--- src/lct_pkg.sv ---
`timescale 1ns / 1ps
// ----------------------------------------------------------------------------
// lct_pkg
// Shared types and constants of the LRU cache table.
// ----------------------------------------------------------------------------
package lct_pkg;

  localparam int unsigned EntriesDef   = 16;
  localparam int unsigned KeyBitsDef   = 64;
  localparam int unsigned ValueBitsDef = 32;
  localparam int unsigned CapW         = 5;
  localparam int unsigned KindW        = 2;

  localparam logic [KindW-1:0] KIND_LOOKUP = 2'd0;
  localparam logic [KindW-1:0] KIND_INSERT = 2'd1;
  localparam logic [KindW-1:0] KIND_ERASE  = 2'd2;
  localparam logic [KindW-1:0] KIND_NONE   = 2'd3;

  typedef struct packed {
    logic [KindW-1:0] kind;
    logic [63:0]      key;
    logic [31:0]      value;
  } req_t;

  typedef struct packed {
    logic        hit;
    logic [31:0] value_out;
  } rsp_t;

endpackage

--- src/lct_ram.sv ---
`timescale 1ns / 1ps
// ----------------------------------------------------------------------------
// lct_ram
// Generic single-write, single-read RAM with registered read data.
// ----------------------------------------------------------------------------
module lct_ram #(
  parameter int unsigned Width = 8,
  parameter int unsigned Depth = 16
) (
  input  logic                     clk_i,
  input  logic                     we_i,
  input  logic [$clog2(Depth)-1:0] waddr_i,
  input  logic [Width-1:0]         wdata_i,
  input  logic [$clog2(Depth)-1:0] raddr_i,
  output logic [Width-1:0]         rdata_o
);

  logic [Width-1:0] mem_q [Depth];

  always_ff @(posedge clk_i) begin
    if (we_i) begin
      mem_q[waddr_i] <= wdata_i;
    end
    rdata_o <= mem_q[raddr_i];
  end

endmodule

--- src/lru_cache_table_unit.sv ---
`timescale 1ns / 1ps
// ----------------------------------------------------------------------------
// lru_cache_table_unit
// Fully associative cache with least-recently-used replacement.
// ----------------------------------------------------------------------------
// Each operation scans live entries in recency order, alternating a read
// state (ST_SCAN) and a compare state (ST_CMP): a hit ends in ST_CMP, a miss
// in ST_SCAN at the occupancy, kind 3 in ST_SCAN with no scan. One operation
// at a time; a stalled output holds the final state. Reset empties the cache
// at once (no clearing pass) and sets capacity to the entry count.
module lru_cache_table_unit #(
  parameter int unsigned ENTRIES    = lct_pkg::EntriesDef,
  parameter int unsigned KEY_BITS   = lct_pkg::KeyBitsDef,
  parameter int unsigned VALUE_BITS = lct_pkg::ValueBitsDef
) (
  input  logic                      clk_i,
  input  logic                      rst_ni,
  input  logic                      in_valid_i,
  output logic                      in_ready_o,
  input  lct_pkg::req_t             in_data_i,
  output logic                      out_valid_o,
  input  logic                      out_ready_i,
  output lct_pkg::rsp_t             out_data_o,
  input  logic                      cfg_valid_i,
  output logic                      cfg_ready_o,
  input  logic [lct_pkg::CapW-1:0]  cfg_data_i
);

  localparam int unsigned IdxW = $clog2(ENTRIES);
  localparam int unsigned OccW = $clog2(ENTRIES + 1);

  localparam logic [1:0] ST_IDLE = 2'd0;
  localparam logic [1:0] ST_SCAN = 2'd1;
  localparam logic [1:0] ST_CMP  = 2'd2;

  logic [1:0]               state_q, state_d;
  logic [OccW-1:0]          p_q, p_d, occ_q, occ_d;
  logic [IdxW-1:0]          order_q [ENTRIES];
  logic [IdxW-1:0]          order_d [ENTRIES];
  logic [lct_pkg::CapW-1:0] cap_q;
  lct_pkg::req_t            req_q, req_d;
  logic                     out_valid_q;
  lct_pkg::rsp_t            out_q, rsp;

  logic                     out_free, fin;
  logic [IdxW-1:0]          p_idx, rd_slot, ins_slot, front_pos;
  logic [OccW-1:0]          cap_eff, occ_ins;
  logic                     do_front, do_remove;
  logic [KEY_BITS-1:0]      key_k, key_rd;
  logic [VALUE_BITS-1:0]    val_v, val_rd;
  logic [63:0]              v64, rd64;
  logic                     kwe, vwe;
  logic [IdxW-1:0]          waddr;

  assign p_idx   = p_q[IdxW-1:0];
  assign rd_slot = order_q[p_idx];
  assign key_k   = req_q.key[KEY_BITS-1:0];
  assign v64     = 64'(req_q.value) & ((64'(1) << VALUE_BITS) - 64'(1));
  assign val_v   = v64[VALUE_BITS-1:0];
  assign rd64    = 64'(val_rd);

  // capacity clamped to 1..ENTRIES
  always_comb begin
    if (cap_q == '0) begin
      cap_eff = OccW'(1);
    end else if (32'(cap_q) > ENTRIES) begin
      cap_eff = OccW'(ENTRIES);
    end else begin
      cap_eff = OccW'(cap_q);
    end
  end

  assign occ_ins  = (occ_q >= cap_eff) ? cap_eff - OccW'(1) : occ_q;
  assign ins_slot = order_q[occ_ins[IdxW-1:0]];
  assign out_free = !out_valid_q || out_ready_i;

  always_comb begin
    state_d   = state_q;
    p_d       = p_q;
    occ_d     = occ_q;
    req_d     = req_q;
    fin       = 1'b0;
    rsp       = '0;
    do_front  = 1'b0;
    do_remove = 1'b0;
    front_pos = p_idx;
    kwe       = 1'b0;
    vwe       = 1'b0;
    waddr     = rd_slot;
    unique case (state_q)
      ST_IDLE: begin
        if (in_valid_i) begin
          req_d   = in_data_i;
          p_d     = '0;
          state_d = ST_SCAN;
        end
      end
      ST_SCAN: begin
        if (req_q.kind == lct_pkg::KIND_NONE) begin
          fin = out_free;
        end else if (p_q >= occ_q) begin
          // miss
          fin = out_free;
          if (req_q.kind == lct_pkg::KIND_INSERT) begin
            rsp.value_out = v64[31:0];
            if (out_free) begin
              kwe       = 1'b1;
              vwe       = 1'b1;
              waddr     = ins_slot;
              do_front  = 1'b1;
              front_pos = occ_ins[IdxW-1:0];
              occ_d     = occ_ins + OccW'(1);
            end
          end
        end else begin
          state_d = ST_CMP;
        end
      end
      ST_CMP: begin
        if (key_rd == key_k) begin
          fin     = out_free;
          rsp.hit = 1'b1;
          if (out_free) begin
            unique case (req_q.kind)
              lct_pkg::KIND_LOOKUP: begin
                rsp.value_out = rd64[31:0];
                do_front      = 1'b1;
              end
              lct_pkg::KIND_INSERT: begin
                rsp.value_out = v64[31:0];
                vwe           = 1'b1;
                do_front      = 1'b1;
              end
              default: begin
                do_remove = 1'b1;
                occ_d     = occ_q - OccW'(1);
              end
            endcase
          end
        end else begin
          p_d     = p_q + OccW'(1);
          state_d = ST_SCAN;
        end
      end
      default: state_d = ST_IDLE;
    endcase
    if (fin) begin
      state_d = ST_IDLE;
    end
  end

  // recency list update: move to front, or remove and park slot at the tail
  always_comb begin
    for (int i = 0; i < ENTRIES; i++) begin
      order_d[i] = order_q[i];
      if (do_front) begin
        if (i == 0) begin
          order_d[i] = order_q[front_pos];
        end else if (IdxW'(i) <= front_pos) begin
          order_d[i] = order_q[i-1];
        end
      end else if (do_remove) begin
        if (i == ENTRIES - 1) begin
          order_d[i] = order_q[p_idx];
        end else if (IdxW'(i) >= p_idx) begin
          order_d[i] = order_q[i+1];
        end
      end
    end
  end

  always_ff @(posedge clk_i or negedge rst_ni) begin
    if (!rst_ni) begin
      state_q     <= ST_IDLE;
      p_q         <= '0;
      occ_q       <= '0;
      cap_q       <= lct_pkg::CapW'(ENTRIES & 31);
      out_valid_q <= 1'b0;
      for (int i = 0; i < ENTRIES; i++) begin
        order_q[i] <= IdxW'(i);
      end
    end else begin
      state_q <= state_d;
      p_q     <= p_d;
      occ_q   <= occ_d;
      order_q <= order_d;
      if (cfg_valid_i) begin
        cap_q <= cfg_data_i;
      end
      if (fin) begin
        out_valid_q <= 1'b1;
      end else if (out_ready_i) begin
        out_valid_q <= 1'b0;
      end
    end
  end

  always_ff @(posedge clk_i) begin
    req_q <= req_d;
    if (fin) begin
      out_q <= rsp;
    end
  end

  lct_ram #(.Width(KEY_BITS), .Depth(ENTRIES)) u_key_ram (
    .clk_i   (clk_i),
    .we_i    (kwe),
    .waddr_i (waddr),
    .wdata_i (key_k),
    .raddr_i (rd_slot),
    .rdata_o (key_rd)
  );

  lct_ram #(.Width(VALUE_BITS), .Depth(ENTRIES)) u_val_ram (
    .clk_i   (clk_i),
    .we_i    (vwe),
    .waddr_i (waddr),
    .wdata_i (val_v),
    .raddr_i (rd_slot),
    .rdata_o (val_rd)
  );

  assign in_ready_o  = (state_q == ST_IDLE);
  assign out_valid_o = out_valid_q;
  assign out_data_o  = out_q;
  assign cfg_ready_o = 1'b1;

`ifndef SYNTHESIS
  a_occ_bound: assert property (@(posedge clk_i) disable iff (!rst_ni)
    occ_q <= OccW'(ENTRIES)) else $error("occupancy above entry count");
  a_scan_bound: assert property (@(posedge clk_i) disable iff (!rst_ni)
    state_q == ST_CMP |-> p_q < occ_q) else $error("compare beyond live entries");
  a_out_src: assert property (@(posedge clk_i) disable iff (!rst_ni)
    $rose(out_valid_q) |-> $past(state_q) != ST_IDLE) else $error("result without operation");
  a_occ_step: assert property (@(posedge clk_i) disable iff (!rst_ni)
    occ_q != $past(occ_q) |-> $past(fin)) else $error("occupancy changed mid-operation");
`endif

endmodule

--- config.mk ---
export PLATFORM = sky130hd
export DESIGN_NAME = lru_cache_table_unit
export DESIGN_NICKNAME = d
export VERILOG_FILES = /design/src/lct_pkg.sv /design/src/lct_ram.sv /design/src/lru_cache_table_unit.sv
export SDC_FILE = /design/constraint.sdc
export NUM_CORES = 2
export LEC_CHECK = 0
export CAP_MARGIN = 20
export CORE_MARGIN = 5
export CORE_UTILIZATION = 55
export CTS_BUF_LIST = sky130_fd_sc_hd__clkbuf_4 sky130_fd_sc_hd__clkbuf_8 sky130_fd_sc_hd__clkbuf_16
export CTS_CLUSTER_SIZE = 40
export DETAILED_ROUTE_END_ITERATION = 10
export DONT_BUFFER_PORTS = 1
export PLACE_DENSITY_LB_ADDON = 0.12
export SYNTH_ARGS = -nofsm -noshare
export SYNTH_HDL_FRONTEND = slang
export SYNTH_SLANG_ARGS = --single-unit
--- constraint.sdc ---
create_clock -name clk_i -period 9.9 [get_ports clk_i]
set_input_delay 0.495 -clock clk_i [delete_from_list [all_inputs] [get_ports clk_i]]
set_output_delay 0.495 -clock clk_i [all_outputs]
set_load 0.01 [all_outputs]
==> impl_metrics.tcl <==
set metrics [dict create \
    slowest_stage "mux2i_4" \
    drv_slew 0 \
    synthTopCellsByArea "edfxtp_1 (68%), a211oi_1 (4.9%), nand2_1 (4.6%)" \
    htreeDepth 4 \
    crit_path_start_kind "flip-flop" \
    place_ws_ns 3.25 \
    status "finished clean" \
    crit_chain "inv_2 > o21ai_2 > inv_1 > ha_1 > nor2b_1 > o21ai_2 > a21oi_2 > mux2i_4 > nand2_1 > and3_1 > a2111oi_1 > a2111oi_4 > nand3b_1 > nor2b_4 > buf_4" \
    post-synth-top-count-cell "edfxtp_1" \
    critPathCaptureType "flip-flop" \
    core_um2 133000 \
    num_rows 134 \
    nNetsFinal 5401 \
    grt_max_degree 225 \
    clock_latency_ns 0.81 \
    register_area_um2 54100 \
    ys.warnings.count 0 \
    path_class "reg -> reg" \
    area_delta_synth_final_pct 12.4 \
    cpMostUsedCell "o21ai_2" \
    numCtsBuffers 187 \
    routed_wl_mm 176 \
    final_cells 7206 \
    ys_async_sr_fraction 0.0444 \
    drtPass1Iterations 5 \
    max_freq_mhz 152 \
    cts.repair.resized 0 \
    clkTransAtPathRegs_ns 0.06 \
    p_per_area_nw_per_um2 238 \
    synth_cell_types 69 \
    grt_pass1_wl_mm 267 \
    cts_buffer_depth 3 \
    first_global_vias 43123 \
    clock_skew_ns 0.0306 \
    crit_fanout 42 \
    timing.final.crit_share 0.666 \
    worstHoldPathType "in -> reg" \
    synth.avg_cell_area_um2 14.1 \
    vias 43992 \
    worst_pin_slew_ns 1.15 \
    crit_arrival_ns 7.01 \
    synth_sequential_area_ratio 0.732 \
    fin_crit_ns 6.59 \
    grt_antenna_before_repair 4 \
    vdd_drop_max_v 0.000189 \
    finalHoldViolCount 0 \
    synth_top_area_frac 0.677 \
    rsz0062_at_grt "no" \
    setup_viol 0 \
    synth_common_cells "edfxtp_1 (1667), nand2_1 (910), a211oi_1 (483)" \
    multi_input_area_um2 18500 \
    cts_tree "built" \
    dp_cells 6745 \
    fin_ws_ns 3.31 \
    cts_sinks 1845 \
    reg2reg_slack_ns 3.31 \
    drtIter0Drc 4015 \
    cap_violations 0 \
    synth-seq-cells 1845 \
    post_cts_buffers 0 \
    grt_overflow 0 \
    syn_nets 5372 \
    die_area_um2 142000 \
    path_delay_family "simple AND/OR/NAND/NOR gates" \
    synth_cells 5245 \
    port_buffers 0 \
    crit_cells 15 \
    detail_route.vias_per_cell 6.10 \
    cp.required_ns 10.32 \
    setup-tns-final_ns 0 \
    synthFlopType "edfxtp_1" \
    die_x_um 377 \
    io_pins 144 \
    synth_area_leader_cell "edfxtp_1" \
    place.gp.congestion 0.865 \
    min_path_cells 3 \
    start_util 0.554 \
    cts_root_buf "clkbuf_16" \
    postRouteAntennaNets 0 \
    synthesis.area_um2 73900 \
    wl_per_cell_um 24.4 \
    cpPeakStageDelay_ns 0.86 \
    fillCellCount 9925 \
    leakagePower_uw 0.0268 \
    grt_use_total 0.245 \
    drc 0 \
    die_y_um 377 \
    p_total_uw 19800 \
    rr_worst_depth 15 \
    slew-limit-headroom 0.231 \
    drive_above_1_share 0.101 \
    path_buf_inv 3 \
    dp_hpwl_mm 92.0 \
    synth_edf_count 1667 \
]
tightest hold or removal path, delay by kind of cell:
| kind | cells | cell delay (ns) |
|---|---|---|
| simple gates | 3 | 0.36 |
repair_timing:
item | CTS | global route
hold endpoints to repair | 185 | 0
hold buffers | 106 | 0
setup endpoints to repair | 0 | 0
cell families (layout without fill, tap and decap cells):
kind of cell,after synthesis,after routing,share of synthesized area
multiplexers,149,149,0.0226
AO/OA/AOI/OAI,1277,1277,0.121
AND/OR/NAND/NOR,1499,1499,0.0923
buffers and inverters,387,579,0.0214
adder cells (fa/ha/maj),19,19,0.00322
other,1,2,0.0000507
XOR/XNOR,68,68,0.00806
flip-flops,1845,1845,0.732
state kept, by name (all words and copies together) (netlist names), 2 cells and up:
name,count
u_val_ram.rdata_o,32
cap_q,5
u_key_ram.mem_q,1024
occ_q,5
val_v,32
u_val_ram.mem_q,512
order_q,64
key_k,64
u_key_ram.rdata_o,64
out_data_o,33
p_q,5
state_q,2
req_q,2
layer usage:
layer	up-vias	GRT usage	wire, µm
met5	-	0	13
met3	308	0.0346	9820
met1	22157	0.346	75700
met2	1415	0.404	85600
met4	2	0.0719	4720
li1	20110	-	-
placed cells by master, fill, tap and decap left out, types with 49 or more instances in the layout:
master         netlist  final
a31oi_1            216    216
clkbuf_4             0     68
and2_1             378    376
buf_4                6     92
dfrtp_1             49     49
dfxtp_1             96     96
a21oi_1            235    232
dlygate4sd3_1        0    105
mux2i_1            115    115
edfxtp_1          1667   1667
nor2_1             105     91
nand2_1            910    908
a211oi_1           483    483
clkbuf_16            0    191
a311oi_1           192    192
xnor2_1             68     68
worst paths after layout:
kind                                          end   startpoint
min in group asynchronous             order_q[26]       rst_ni
max                        u_key_ram.mem_q[10][9]     cap_q[4]
max reg2reg                u_key_ram.mem_q[10][9]     cap_q[4]
max in group asynchronous                cap_q[4]       rst_ni
min                                        p_q[3]   in_valid_i
min reg2reg                           order_q[10]  order_q[10]
stage by stage:
stage / instance area (µm²) / utilization / hold slack (ns)
5_1_grt: 83000 / 0.622 / 0.122
6_report: 83000 / 0.622 / 0.103
3_5_place_dp: 75800 / 0.568 / 0.203
2_1_floorplan: 73900 / - / 0.199
4_1_cts: 83000 / 0.622 / 0.0509
3_3_place_gp: 75700 / 0.568 / 0.203
final cells by class:
class,instances,area share
Sequential cell,1845,0.651
Clock inverter,76,0.00761
Antenna cell,1,0.0000301
Tap cell,1768,0.0266
Timing Repair Buffer,209,0.0240
Clock buffer,276,0.0666
Multi-Input combinational cell,3013,0.223
Inverter,18,0.000874
power by group:
| group | switching (µW) | total [µW] | internal [µW] |
|---|---|---|---|
| registers | 441 | 9590 | 9150 |
| logic | 2220 | 3280 | 1060 |
| clock network | 2890 | 6940 | 4040 |
No activity file was read; power rests on OpenSTA's default activity.
